`src/hw/rtl/seu_pkg.sv`:
```
// Shared types and constants for the SQL-escaping UTF-8 encoder.
// Used by the classifier, the item queue, the byte serializer and the top level.
`default_nettype none

package seu_pkg;

  localparam int unsigned CpWidth   = 21;
  localparam int unsigned ByteWidth = 8;
  localparam int unsigned MaxBytes  = 4;
  localparam int unsigned IdxWidth  = $clog2(MaxBytes);

  // Code points that are replaced by a backslash escape.
  localparam logic [CpWidth-1:0] CpNul   = 21'h00000;
  localparam logic [CpWidth-1:0] CpLf    = 21'h0000A;
  localparam logic [CpWidth-1:0] CpCr    = 21'h0000D;
  localparam logic [CpWidth-1:0] CpBslash = 21'h0005C;
  localparam logic [CpWidth-1:0] CpApos  = 21'h00027;
  localparam logic [CpWidth-1:0] CpQuote = 21'h00022;
  localparam logic [CpWidth-1:0] CpSub   = 21'h0001A;

  // Bytes that appear in escape sequences.
  localparam logic [ByteWidth-1:0] ChBslash = 8'h5C;
  localparam logic [ByteWidth-1:0] ChX      = 8'h78;
  localparam logic [ByteWidth-1:0] ChZero   = 8'h30;
  localparam logic [ByteWidth-1:0] ChOne    = 8'h31;
  localparam logic [ByteWidth-1:0] ChA      = 8'h61;
  localparam logic [ByteWidth-1:0] ChN      = 8'h6E;
  localparam logic [ByteWidth-1:0] ChR      = 8'h72;
  localparam logic [ByteWidth-1:0] ChApos   = 8'h27;
  localparam logic [ByteWidth-1:0] ChQuote  = 8'h22;

  // One classified item: its bytes in emission order and the index of the last one.
  typedef struct packed {
    logic [MaxBytes-1:0][ByteWidth-1:0] bytes;
    logic [IdxWidth-1:0]                last_idx;
  } enc_t;

endpackage

`default_nettype wire

```
`src/hw/rtl/seu_front.sv`:
```
// Front end: accepts code points and classifies each into its escaped UTF-8 bytes.
// Depends on seu_pkg; feeds seu_queue.
`default_nettype none

module seu_front (
  input  wire logic                           in_valid,
  output logic                                in_ready,
  input  wire logic [seu_pkg::CpWidth-1:0]    in_code_point,
  input  wire logic                           q_full,
  output logic                                q_push,
  output seu_pkg::enc_t                       q_data
);

  logic [seu_pkg::CpWidth-1:0] cp;

  assign cp       = in_code_point;
  assign in_ready = !q_full;
  assign q_push   = in_valid && !q_full;

  always_comb begin
    q_data = '0;
    unique case (cp)
      seu_pkg::CpNul: begin
        q_data.bytes    = {seu_pkg::ChZero, seu_pkg::ChZero, seu_pkg::ChX, seu_pkg::ChBslash};
        q_data.last_idx = 2'd3;
      end
      seu_pkg::CpSub: begin
        q_data.bytes    = {seu_pkg::ChA, seu_pkg::ChOne, seu_pkg::ChX, seu_pkg::ChBslash};
        q_data.last_idx = 2'd3;
      end
      seu_pkg::CpLf: begin
        q_data.bytes[0] = seu_pkg::ChBslash;
        q_data.bytes[1] = seu_pkg::ChN;
        q_data.last_idx = 2'd1;
      end
      seu_pkg::CpCr: begin
        q_data.bytes[0] = seu_pkg::ChBslash;
        q_data.bytes[1] = seu_pkg::ChR;
        q_data.last_idx = 2'd1;
      end
      seu_pkg::CpBslash: begin
        q_data.bytes[0] = seu_pkg::ChBslash;
        q_data.bytes[1] = seu_pkg::ChBslash;
        q_data.last_idx = 2'd1;
      end
      seu_pkg::CpApos: begin
        q_data.bytes[0] = seu_pkg::ChBslash;
        q_data.bytes[1] = seu_pkg::ChApos;
        q_data.last_idx = 2'd1;
      end
      seu_pkg::CpQuote: begin
        q_data.bytes[0] = seu_pkg::ChBslash;
        q_data.bytes[1] = seu_pkg::ChQuote;
        q_data.last_idx = 2'd1;
      end
      default: begin
        // Plain UTF-8: the length follows from the highest set bit group.
        if (cp[20:16] != 5'd0) begin
          q_data.bytes[0] = {5'b11110, cp[20:18]};
          q_data.bytes[1] = {2'b10, cp[17:12]};
          q_data.bytes[2] = {2'b10, cp[11:6]};
          q_data.bytes[3] = {2'b10, cp[5:0]};
          q_data.last_idx = 2'd3;
        end else if (cp[15:11] != 5'd0) begin
          q_data.bytes[0] = {4'b1110, cp[15:12]};
          q_data.bytes[1] = {2'b10, cp[11:6]};
          q_data.bytes[2] = {2'b10, cp[5:0]};
          q_data.last_idx = 2'd2;
        end else if (cp[10:7] != 4'd0) begin
          q_data.bytes[0] = {3'b110, cp[10:6]};
          q_data.bytes[1] = {2'b10, cp[5:0]};
          q_data.last_idx = 2'd1;
        end else begin
          q_data.bytes[0] = {1'b0, cp[6:0]};
          q_data.last_idx = 2'd0;
        end
      end
    endcase
  end

endmodule

`default_nettype wire

```
`src/hw/rtl/seu_queue.sv`:
```
// Two-entry queue of classified items between the front end and the serializer.
// Depends on seu_pkg for the item type.
`default_nettype none

module seu_queue (
  input  wire logic          clk,
  input  wire logic          rst_n,
  input  wire logic          push,
  input  wire seu_pkg::enc_t push_data,
  output logic               full,
  input  wire logic          pop,
  output logic               not_empty,
  output seu_pkg::enc_t      head
);

  seu_pkg::enc_t mem_r [2];
  logic          wr_ptr_r, wr_ptr_nxt;
  logic          rd_ptr_r, rd_ptr_nxt;
  logic [1:0]    count_r, count_nxt;

  assign full      = (count_r == 2'd2);
  assign not_empty = (count_r != 2'd0);
  assign head      = mem_r[rd_ptr_r];

  always_comb begin
    wr_ptr_nxt = wr_ptr_r ^ push;
    rd_ptr_nxt = rd_ptr_r ^ pop;
    count_nxt  = count_r + {1'b0, push} - {1'b0, pop};
  end

  always_ff @(posedge clk) begin
    if (!rst_n) begin
      wr_ptr_r <= 1'b0;
      rd_ptr_r <= 1'b0;
      count_r  <= 2'd0;
    end else begin
      wr_ptr_r <= wr_ptr_nxt;
      rd_ptr_r <= rd_ptr_nxt;
      count_r  <= count_nxt;
    end
  end

  always_ff @(posedge clk) begin
    if (push) begin
      mem_r[wr_ptr_r] <= push_data;
    end
  end

endmodule

`default_nettype wire

```
`src/hw/rtl/seu_back.sv`:
```
// Back end: walks the queued item byte by byte into the output register.
// Depends on seu_pkg; pops seu_queue as the last byte of an item is loaded.
`default_nettype none

module seu_back (
  input  wire logic                          clk,
  input  wire logic                          rst_n,
  input  wire logic                          q_not_empty,
  input  wire seu_pkg::enc_t                 q_head,
  output logic                               q_pop,
  output logic                               out_valid,
  input  wire logic                          out_ready,
  output logic [seu_pkg::ByteWidth-1:0]      out_byte,
  output logic                               out_last_byte
);

  logic                            out_valid_r, out_valid_nxt;
  logic [seu_pkg::ByteWidth-1:0]   out_byte_r, out_byte_nxt;
  logic                            out_last_r, out_last_nxt;
  logic [seu_pkg::IdxWidth-1:0]    idx_r, idx_nxt;
  logic                            load;
  logic                            is_last;

  // The output register takes a new byte whenever it is empty or being drained.
  assign load    = (!out_valid_r || out_ready) && q_not_empty;
  assign is_last = (idx_r == q_head.last_idx);
  assign q_pop   = load && is_last;

  always_comb begin
    out_valid_nxt = out_valid_r;
    out_byte_nxt  = out_byte_r;
    out_last_nxt  = out_last_r;
    idx_nxt       = idx_r;
    if (out_valid_r && out_ready) begin
      out_valid_nxt = 1'b0;
    end
    if (load) begin
      out_valid_nxt = 1'b1;
      out_byte_nxt  = q_head.bytes[idx_r];
      out_last_nxt  = is_last;
      idx_nxt       = is_last ? '0 : idx_r + seu_pkg::IdxWidth'(1);
    end
  end

  always_ff @(posedge clk) begin
    if (!rst_n) begin
      out_valid_r <= 1'b0;
      idx_r       <= '0;
    end else begin
      out_valid_r <= out_valid_nxt;
      idx_r       <= idx_nxt;
    end
  end

  always_ff @(posedge clk) begin
    out_byte_r <= out_byte_nxt;
    out_last_r <= out_last_nxt;
  end

  assign out_valid     = out_valid_r;
  assign out_byte      = out_byte_r;
  assign out_last_byte = out_last_r;

endmodule

`default_nettype wire

```
`src/hw/rtl/sql_escaping_utf8_encoder.sv`:
```
// Top level of the SQL-escaping UTF-8 encoder.
// Instantiates seu_front, seu_queue and seu_back; types from seu_pkg.
`default_nettype none

// Each accepted code point comes out as 1 to 4 bytes, one per cycle while out_ready
// is high, with out_last_byte set on the final one. Single quote, double quote,
// backslash, newline, carriage return, NUL and SUB are emitted as backslash escapes;
// everything else is plain UTF-8 over all 21 input bits, with no check for surrogates
// or values above the Unicode range. The single byte-wide output register sets the
// byte rate. Each item is written into a queue entry and then passes byte by byte
// through the output register; a two-entry queue lets new items be taken while
// earlier ones are still being emitted.
module sql_escaping_utf8_encoder (
  input  wire logic                          clk,
  input  wire logic                          rst_n,
  input  wire logic                          in_valid,
  output logic                               in_ready,
  input  wire logic [seu_pkg::CpWidth-1:0]   in_code_point,
  output logic                               out_valid,
  input  wire logic                          out_ready,
  output logic [seu_pkg::ByteWidth-1:0]      out_byte,
  output logic                               out_last_byte
);

  logic          q_push;
  logic          q_full;
  logic          q_pop;
  logic          q_not_empty;
  seu_pkg::enc_t q_in;
  seu_pkg::enc_t q_head;

  seu_front u_front (
    .in_valid      (in_valid),
    .in_ready      (in_ready),
    .in_code_point (in_code_point),
    .q_full        (q_full),
    .q_push        (q_push),
    .q_data        (q_in)
  );

  seu_queue u_queue (
    .clk       (clk),
    .rst_n     (rst_n),
    .push      (q_push),
    .push_data (q_in),
    .full      (q_full),
    .pop       (q_pop),
    .not_empty (q_not_empty),
    .head      (q_head)
  );

  seu_back u_back (
    .clk           (clk),
    .rst_n         (rst_n),
    .q_not_empty   (q_not_empty),
    .q_head        (q_head),
    .q_pop         (q_pop),
    .out_valid     (out_valid),
    .out_ready     (out_ready),
    .out_byte      (out_byte),
    .out_last_byte (out_last_byte)
  );

endmodule

`default_nettype wire
```
`config.mk`:
```
export PLATFORM = sky130hd
export DESIGN_NAME = sql_escaping_utf8_encoder
export DESIGN_NICKNAME = d
export VERILOG_FILES = /design/src/hw/rtl/seu_pkg.sv /design/src/hw/rtl/seu_front.sv /design/src/hw/rtl/seu_queue.sv /design/src/hw/rtl/seu_back.sv /design/src/hw/rtl/sql_escaping_utf8_encoder.sv
export SDC_FILE = /design/constraint.sdc
export NUM_CORES = 1
export LEC_CHECK = 0
export BUFFER_PORTS_ARGS = -buffer_cell sky130_fd_sc_hd__buf_2
export CORE_MARGIN = 10
export CORE_UTILIZATION = 40
export CTS_CLUSTER_SIZE = 24
export DETAILED_ROUTE_END_ITERATION = 16
export SYNTH_ARGS = -nofsm -noshare
export SYNTH_HDL_FRONTEND = slang
export SYNTH_SLANG_ARGS = --single-unit
```
`constraint.sdc`:
```
create_clock -name clk -period 2.15 [get_ports clk]
set_input_delay 0.43 -clock clk [delete_from_list [all_inputs] [get_ports clk]]
set_output_delay 0.43 -clock clk [all_outputs]
set_load 0.1 [all_outputs]
```
=== Word level (Yosys, flattened, before mapping) ===
Memories as Yosys holds them, arrays and structs flattened. A register that Yosys moved wholly into a read port is not among the register bits.
Index checks and enable logic that the tools add are counted.

* Memories: 1
* Register bits after elaboration: 16
* Word-level logic and storage cells: 53
* Memory bits (writable): 68
* Input bits: 25
* Output and inout bits: 11

* Equality and inequality tests: 8
* Reduce and logical (&&, ||, !) cells: 15
* $add $sub $neg: 3
* Bitwise gates (word level): 2
* Mux-type cells: 16
* Order comparisons: 1

{| class="wikitable"
|+ Memories
! name !! words !! width !! read ports !! clocked after Yosys merged registers in !! wr ports !! RTL line !! text
|-
| u_queue.mem_r || 2 || 34 || 1 || 1 || 1 || seu_queue.sv:16 || <nowiki>seu_pkg::enc_t mem_r [2];</nowiki>
|}

{| class="wikitable"
|+ Operator list
! kind !! number
|-
| case mux 18 bit (6 select lines) || 1
|-
| case mux 16 bit (3 select lines) || 1
|-
| == test 21 x 4 -> 1 bit, second input constant || 2
|-
| == test 21 x 6 -> 1 bit, second input constant || 2
|-
| 2-to-1 mux 8 bit || 4
|-
| 2-to-1 mux 26 bit || 1
|-
| == test 21 x 5 -> 1 bit, second input constant || 1
|-
| == test 21 x 7 -> 1 bit, second input constant || 1
|-
| logical NOT 21 bit || 1
|-
| 2-to-1 mux 18 bit || 1
|-
| binary-select mux 8 bit (select 2 bit) || 1
|-
| 2-to-1 mux 10 bit || 1
|-
| nonzero test 5 bit || 2
|-
| 2-to-1 mux 1 bit || 5
|-
| OR reduction 5 bit || 1
|-
| logical AND 1 bit || 4
|-
| nonzero test 2 bit || 2
|-
| nonzero test 4 bit || 1
|-
| less-than comparator 2 x 3 -> 1 bit, second input constant || 1
|-
| adder 2 x 1 -> 2 bit || 1
|-
| adder 2 x 1 -> 2 bit, second input constant || 1
|-
| == test 2 bit || 1
|-
| == test 2 bit, second input constant || 1
|-
| logical NOT 1 bit || 2
|-
| other kinds (5) || 6
|}

=== Logic depth before layout (Yosys ltp) ===
Gate-level depths: netlist of run 1.

* Word-level depth: 6
* Gate-level depth with buffers: 10
* Mapped depth without buffers: 9

=== By module ===
A second synthesis of run 1 with hierarchy kept.

* Cells, all modules: 283
* Area, all modules: 4240.3 um2

{| class="wikitable"
|+ Modules (own cells, without submodules)
! module !! sequential area each (um2) !! cells each !! area each (um2) !! instances
|-
| seu_queue || 2142.1 || 127 || 2845.2 || 1
|-
| seu_front || 0.0 || 116 || 723.2 || 1
|-
| seu_back || 330.3 || 40 || 671.9 || 1
|}

=== Worst setup path after synthesis of run 1 ===
OpenSTA, ideal clock, no wires.

* Kind: reg-to-reg
* Start point: reg u_queue.count_r[0]
* End point: mem u_queue.mem_r[0][0] in the netlist's numbering (enable)
* Data required time: 1.758 ns
* Path slack: -0.410 ns
* Cell stages (with the launch flop): 5
* Library setup time: 0.392 ns
* Buffers on the path: 0
* Data arrival time: 2.168 ns
* Period minus slack after synthesis: 2.560 ns
* Cell sequence: dfxtp_1 -> inv_1 -> nand2_1 -> and2_1 -> ha_1

* Longest elaborated chain between the ends: 5

{| class="wikitable"
|+ Ends and longest elaborated chain
! what !! RTL line !! text
|-
| start: declaration || seu_queue.sv:19 || <nowiki>logic [1:0] count_r, count_nxt;</nowiki>
|-
| start signal: assignment || seu_queue.sv:39 || <nowiki>count_r <= count_nxt;</nowiki>
|-
| == test 2 bit || seu_queue.sv:21 || <nowiki>assign full = (count_r == 2'd2);</nowiki>
|-
| logical NOT 1 bit || -- ||
|-
| named net in_ready || sql_escaping_utf8_encoder.sv:17 || <nowiki>output logic in_ready,</nowiki>
|-
| logical AND 1 bit || seu_front.sv:18 || <nowiki>assign q_push = in_valid && !q_full;</nowiki>
|-
| 2-to-1 mux 1 bit || seu_queue.sv:44 || <nowiki>if (push) begin</nowiki>
|-
| 2-to-1 mux 1 bit (not written as such) || seu_queue.sv:45 || <nowiki>mem_r[wr_ptr_r] <= push_data;</nowiki>
|-
| end: declaration || seu_queue.sv:16 ||
|}

The timed path passes the listed nets, and every way through them passes these cells.

==> impl_results.md, run 1 <==
- Area leader, netlist: edfxtp_1
- WS Path Type: reg -> reg
- Gr ovfl total: 0
- Post-route ant nets: 0
- Worst slack, placed: -0.130 ns
- CTS max path bufs: 2
- Ranking of synthesized cells by area: edfxtp_1, mux4_2, dfxtp_1
- Worst setup margin: 0.138 ns
- Layout Area Growth over Synthesis: 23.8%
- Cell area after synthesis: 0.00387 mm2
- Seq/Total Area, Yosys: 60.7%
- Final wirelength: 8.73 mm
- Vias per cell: 5.26
- CP endpoint kind: flop
- Worst-Skew Late Latency: 0.35 ns
- Largest net degree at the start of global routing: 33
- Commonest non-fill, non-tap cells in the layout: edfxtp_1, buf_4, buf_2, nand2_1, nor2_1
- Initial Util: 41.5%
- Initial antenna violation count: 0
- Placed insts: between 400 and 500
- Ant. Diodes: 0
- Most common cell after layout, fill and taps aside: edfxtp_1
- H-tree lvl count: 3
- Vias: ~2600
- Total power: 3.80 mW
- Unique masters post-synth: 62
- Post-DP Area: 0.00458 mm2
- Largest fanout on the critical path: 3
- TritonCTS Buffers: 9
- First-pass GRT wire length: between 10 and 15 mm
- Area occupied by registers: 0.00236 mm2
- Multi-input gate area: approximately 0.0014 mm2
- Core box area: 0.00933 mm2
- Minimum clock period: 2.01 ns
- Yosys warnings: 0
- Site row count: 35
- Tcrit/Tclk final: 93.6%
- Final setup viols: 0
- Primary FF master, synth: edfxtp_1
- Final Skew: 0.0149 ns
- Fillers: 833
- Root buf cell: clkbuf_8
- CTS tree: done
- Power per Cell Area: 792 mW/mm2
- Clock slew at reported path FFs: 0.09 ns
- Layout cells sized above 1: 43.6%
- Design area: 0.00480 mm2
- Die Footprint: ~0.014 mm2
- Seq cells post-synth: 81
- DRT iter0 DRCs: 206
- I/O pin count: 36
- DR DRC count: 0
- Setup TNS: 0 ns
- WL/cell: 17.9 um
- Final cell count without fillers: roughly 500
- CP arrival: 2.27 ns
- Actual slew at the worst max-slew pin: 0.560 ns
- Synth async-reset ratio: 0%
- Critical Path Start Type: flop
- EDFF count, synth: 73
- DIE HEIGHT: 118 um
- Slew headroom: 62.5%
- Gpl congestion: ~0.91
- Hold Path Class: in -> reg
- Syn Area/Cell: 14.5 um2
- Vias in the first global route: 2718
- Max-cap violation count: 0
- Total GRT Usage: 12.7%
- WHS: 0.363 ns
- Synth Instances: 267
- Status: complete, no violations
- Pleak: 1.69 nW
- Mapped Nets: 296
- Clk sinks: 81
- Final hold vios: 0
- Final nets: 384
- Layout Utilization: between 50% and 60%
- Max Fclk: 0.497 GHz
- TritonRoute pass-1 iters: 5
- Peak VDD IR: between 0.3 and 0.4 mV
- PortBufs: 35
- Die Wd: roughly 120 um
- Critical Path RT: 2.41 ns
- Post-DP HPWL: between 6 and 7 mm
- Share of the synthesized area in the top cell type: 56.6%
- Hold Buf Count CTS: 0
- Pins Over Slew Limit: 0
-- Yosys cell counts, drive strengths merged (3+ instances only) --
master,n
o21ai,9
mux2i,4
inv,6
nand3,3
xnor2,3
a221o,3
nor2b,4
nor2,17
ha,4
buf,5
mux4,14
nor3,4
mux2,7
and2,8
dfxtp,8
a22o,4
nor4,5
or4,3
or3,3
clkbuf,9
a21o,3
nand2,23
edfxtp,73
a21oi,10
-- power breakdown --
part | total (mW) | internal [mW] | switching (mW) | leakage [nW]
Sequential | 1.93 | 1.89 | 0.0395 | 0.703
Clock | 1.07 | 0.526 | 0.545 | 0.106
Combinational | 0.801 | 0.262 | 0.538 | 0.881
Total | 3.80 | 2.68 | 1.12 | 1.69
-- final timing paths --
| kind | from | endpoint | slack (ns) | cells past startpoint |
|---|---|---|---|---|
| setup / recovery | flop | u_queue.count_r[1]$_SDFF_PN0_ | 0.14 | 9 |
| hold / removal | rst_n | u_back.out_valid$_SDFFE_PN0P_ | 0.36 | 2 |
| setup reg to reg | flop | u_queue.count_r[1]$_SDFF_PN0_ | 0.14 | 9 |
| hold reg to reg | u_queue.count_r[0]$_SDFF_PN0_ | u_back.out_valid$_SDFFE_PN0P_ | 0.53 | 1 |
-- what timing repair did --
item | CTS | global route
buffers inserted | 0 | 1
gates resized for setup | 0 | 3
endpoints found under the setup margin | 0 | 1
-- per-layer routing --
layer | part of all wire [%] | global-route usage, % | up-vias
met5 | 0 | 0 | -
met4 | 1.1 | 4.66 | 0
met3 | 5.6 | 2.95 | 5
met2 | 47 | 20.0 | 74
met1 | 47 | 16.9 | 1275
li1 | - | - | 1217
-- critical path, cell delays in order (launching register included) --
cell	delay, ns
dfxtp_2	0.37
mux2_2	0.38
xor2_2	0.18
nor3_2	0.07
ha_1	0.28
inv_1	0.04
ha_1	0.20
xnor2_1	0.14
xnor2_1	0.12
and2_1	0.15
-- cell families after synthesis --
kind of cell,Yosys count,share of synthesized area [%]
XOR/XNOR,5,1.13
buffers and inverters,21,3.33
adder cells (fa/ha/maj),4,1.29
AND/OR/NAND/NOR,85,13.1
AO/OA/AOI/OAI,46,9.20
multiplexers,25,11.2
flip-flops,81,60.7
-- final cells by class --
type	instances	area share, %
inverter	7	0.652
tap	129	3.37
clock buffer	11	3.39
timing repair buffer	91	12.9
sequential	81	49.2
clock inverter	5	0.704
multi-input combinational	165	29.8
-- sequential cells by signal, summed over array words and instances, names as in the netlist, named ones only --
register	count
u_back.out_byte	8
u_queue.count_r	2
u_queue.wr_ptr_r	1
u_back.out_last_byte	1
u_back.idx_r	2
u_queue.mem_r	64
u_queue.rd_ptr_r	1
u_back.out_valid	1
Note: power is estimated with default switching activity, not from simulation.
==> run 2: changes to the inputs <==
Settings changed: RECOVER_POWER set to 100.
==> run 2 against run 1 <==
  * Combinational power about the same
  * Highest routed layer unchanged
  * First-iteration DRC count is 9.2% higher
  * Critical path type unchanged
  * Final area decreased by 0.29%
  * Clock power hardly changed
  * Routed wire length decreased by 0.48%
  * Clock-buffer cell count unchanged
  * Core utilization shrank 0.15 points
  * Worst setup slack worse by 0.0014 ns
  * Global-route usage unchanged
  * Clock skew hardly changed
==> impl_results.md, run 2 (synthesis results as in run 1) <==
- TritonRoute pass-1 iters: 4 (was 5)
- Largest net degree at the start of global routing: 33 (unchanged)
- CTS max path bufs: 2 (unchanged)
- Minimum clock period: 2.01 ns (about the same)
- Total GRT Usage: 12.7% (unchanged)
- Max-cap violation count: 0 (unchanged)
- TritonCTS Buffers: 9 (unchanged)
- PortBufs: 35 (unchanged)
- Post-route ant nets: 0 (unchanged)
- Vias in the first global route: 2718 (unchanged)
- Final nets: 384 (unchanged)
- Gpl congestion: 0.912 (unchanged)
- Initial Util: 41.5% (unchanged)
- Die Footprint: 0.0140 mm2 (unchanged)
- Final setup viols: 0 (unchanged)
- Die Wd: 118 um (unchanged)
- Power per Cell Area: 794 mW/mm2 (was 792 mW/mm2)
- Worst setup margin: 0.137 ns (was 0.138 ns)
- Pins Over Slew Limit: 0 (unchanged)
- Clock slew at reported path FFs: 0.09 ns (about the same)
- Root buf cell: clkbuf_8 (unchanged)
- Multi-input gate area: 0.00143 mm2 (about the same)
- R2R setup slack: 0.14 ns (about the same)
- Clk sinks: 81 (unchanged)
- Vias per cell: 5.19 (was 5.26)
- WS Path Type: reg -> reg (unchanged)
- Hold Buf Count CTS: 0 (unchanged)
- First-pass GRT wire length: 14.4 mm (unchanged)
- Grt met3 use: 2.95% (unchanged)
- Peak VDD IR: 0.337 mV (about the same)
- H-tree lvl count: 3 (unchanged)
- DR DRC count: 0 (unchanged)
- Gr ovfl total: 0 (unchanged)
- Post-DP Area: 0.00458 mm2 (unchanged)
- Max Fclk: 0.497 GHz (about the same)
- CP endpoint kind: flop (unchanged)
- Final hold vios: 0 (unchanged)
- DIE HEIGHT: 118 um (unchanged)
- Most common cell after layout, fill and taps aside: edfxtp_1 (unchanged)
- Grt met2 use: 20.0% (unchanged)
- Core box area: 0.00933 mm2 (unchanged)
- Status: complete, no violations (unchanged)
- Fillers: 833 (unchanged)
- Critical Path RT: 2.40 ns (was 2.41 ns)
- Largest fanout on the critical path: 3 (unchanged)
- DRT iter0 DRCs: 225 (was 206)
- I/O pin count: 36 (unchanged)
- Ant. Diodes: 0 (unchanged)
- Vias: 2539 (was 2571)
- Area occupied by registers: 0.00236 mm2 (unchanged)
- Worst-Skew Late Latency: 0.34 ns (was 0.35 ns)
- Actual slew at the worst max-slew pin: 0.565 ns (was 0.560 ns)
- Setup TNS: 0 ns (unchanged)
- CP max stage cell: mux2_2 (unchanged)
- Site row count: 35 (unchanged)
- Max reg flops: 64 (unchanged)
- Commonest non-fill, non-tap cells in the layout: edfxtp_1, buf_4, buf_2, nand2_1, nor2_1 (unchanged)
- Buf+Inv Stages, Crit Path: 1 (unchanged)
- Layout Area Growth over Synthesis: 23.4% (was 23.8%)
- Most used routing layer: met2 (unchanged)
- CTS tree: done (unchanged)
- Tcrit/Tclk final: 93.7% (was 93.6%)
- WHS: 0.369 ns (was 0.363 ns)
- Largest Register: u_queue.mem_r (unchanged)
- WL/cell: 17.8 um (was 17.9 um)
- Post-DP HPWL: 6.50 mm (unchanged)
- Pleak: 1.67 nW (was 1.69 nW)
- Final wirelength: 8.69 mm (was 8.73 mm)
- Slew headroom: 62.2% (was 62.5%)
- Hold Path Class: in -> reg (unchanged)
- CP arrival: 2.26 ns (was 2.27 ns)
- Design area: 0.00478 mm2 (was 0.00480 mm2)
- Crit-path max cell delay: 0.38 ns (about the same)
- Final Skew: 0.0149 ns (about the same)
- GR Util met1: 16.9% (unchanged)
- Critical Path, Cell by Cell: mux2_2 -> xor2_2 -> nor3_2 -> ha_1 -> inv_1 -> ha_1 -> xnor2_1 -> xnor2_1 -> and2_1 (unchanged)
- Layout cells sized above 1: 42.2% (was 43.6%)
- Initial antenna violation count: 0 (unchanged)
- Worst slack, placed: -0.130 ns (unchanged)
- Critical Path Start Type: flop (unchanged)
- Delay-heaviest family, CP: adder cells (unchanged)
[run 2: changes by cell type in the layout (fill, tap and decap cells not counted), sizes merged]
cell    before  now
buf         91   87
clkbuf      11   15
[run 2: worst reg2reg max path, delay by kind of cell, from the launching register on]
kind,cells,cell delay [ns]
xor gates and xnor gates,3,0.44
DFF,1,0.37
buffers and inverters,1,0.04
adders and majority gates,2,0.48
muxes,1,0.38
and+or+nand+nor,2,0.22
[run 2: layout make-up]
type | instances | share of cell area, %
Clock buffer | 11 | 3.40
Clock inverter | 5 | 0.706
Inverter | 7 | 0.654
Multi-Input combinational cell | 165 | 29.9
Sequential cell | 81 | 49.3
Tap cell | 129 | 3.38
Timing Repair Buffer | 91 | 12.7
[run 2: final timing paths]
kind / startpoint / endpoint / depth (start not counted)
max reg2reg: flop / u_queue.count_r[1]$_SDFF_PN0_ / 9
min reg2reg: u_queue.count_r[0]$_SDFF_PN0_ / u_back.out_valid$_SDFFE_PN0P_ / 1
max: flop / u_queue.count_r[1]$_SDFF_PN0_ / 9
min: rst_n / u_back.out_valid$_SDFFE_PN0P_ / 2
[run 2: through the flow]
| stage | power (mW) | cells | utilization (%) |
|---|---|---|---|
| finish | 3.80 | 489 | 51.3 |
| global route | 3.96 | 489 | 51.3 |
| CTS | 3.84 | 488 | 51.2 |
| detailed placement | 2.77 | 472 | 49.1 |
| global placement | 2.75 | 472 | 49.1 |
| floorplan | 2.52 | 267 | - |
[run 2: power breakdown]
group | total [mW] | switching, mW | internal [mW]
combinational | 0.799 | 0.538 | 0.261
sequential | 1.93 | 0.0394 | 1.89
clock | 1.07 | 0.541 | 0.527
total | 3.80 | 1.12 | 2.68
[run 2: metal layers]
layer / vias up / part of all wire [%]
met5: - / 0
met4: 0 / 0.73
met3: 2 / 5.2
met2: 70 / 47
met1: 1251 / 47
li1: 1216 / -
[run 2: what timing repair did]
item                       4_1_cts  5_1_grt
setup buffers                    0        1
resized for setup                0        3
setup endpoints to repair        0        1
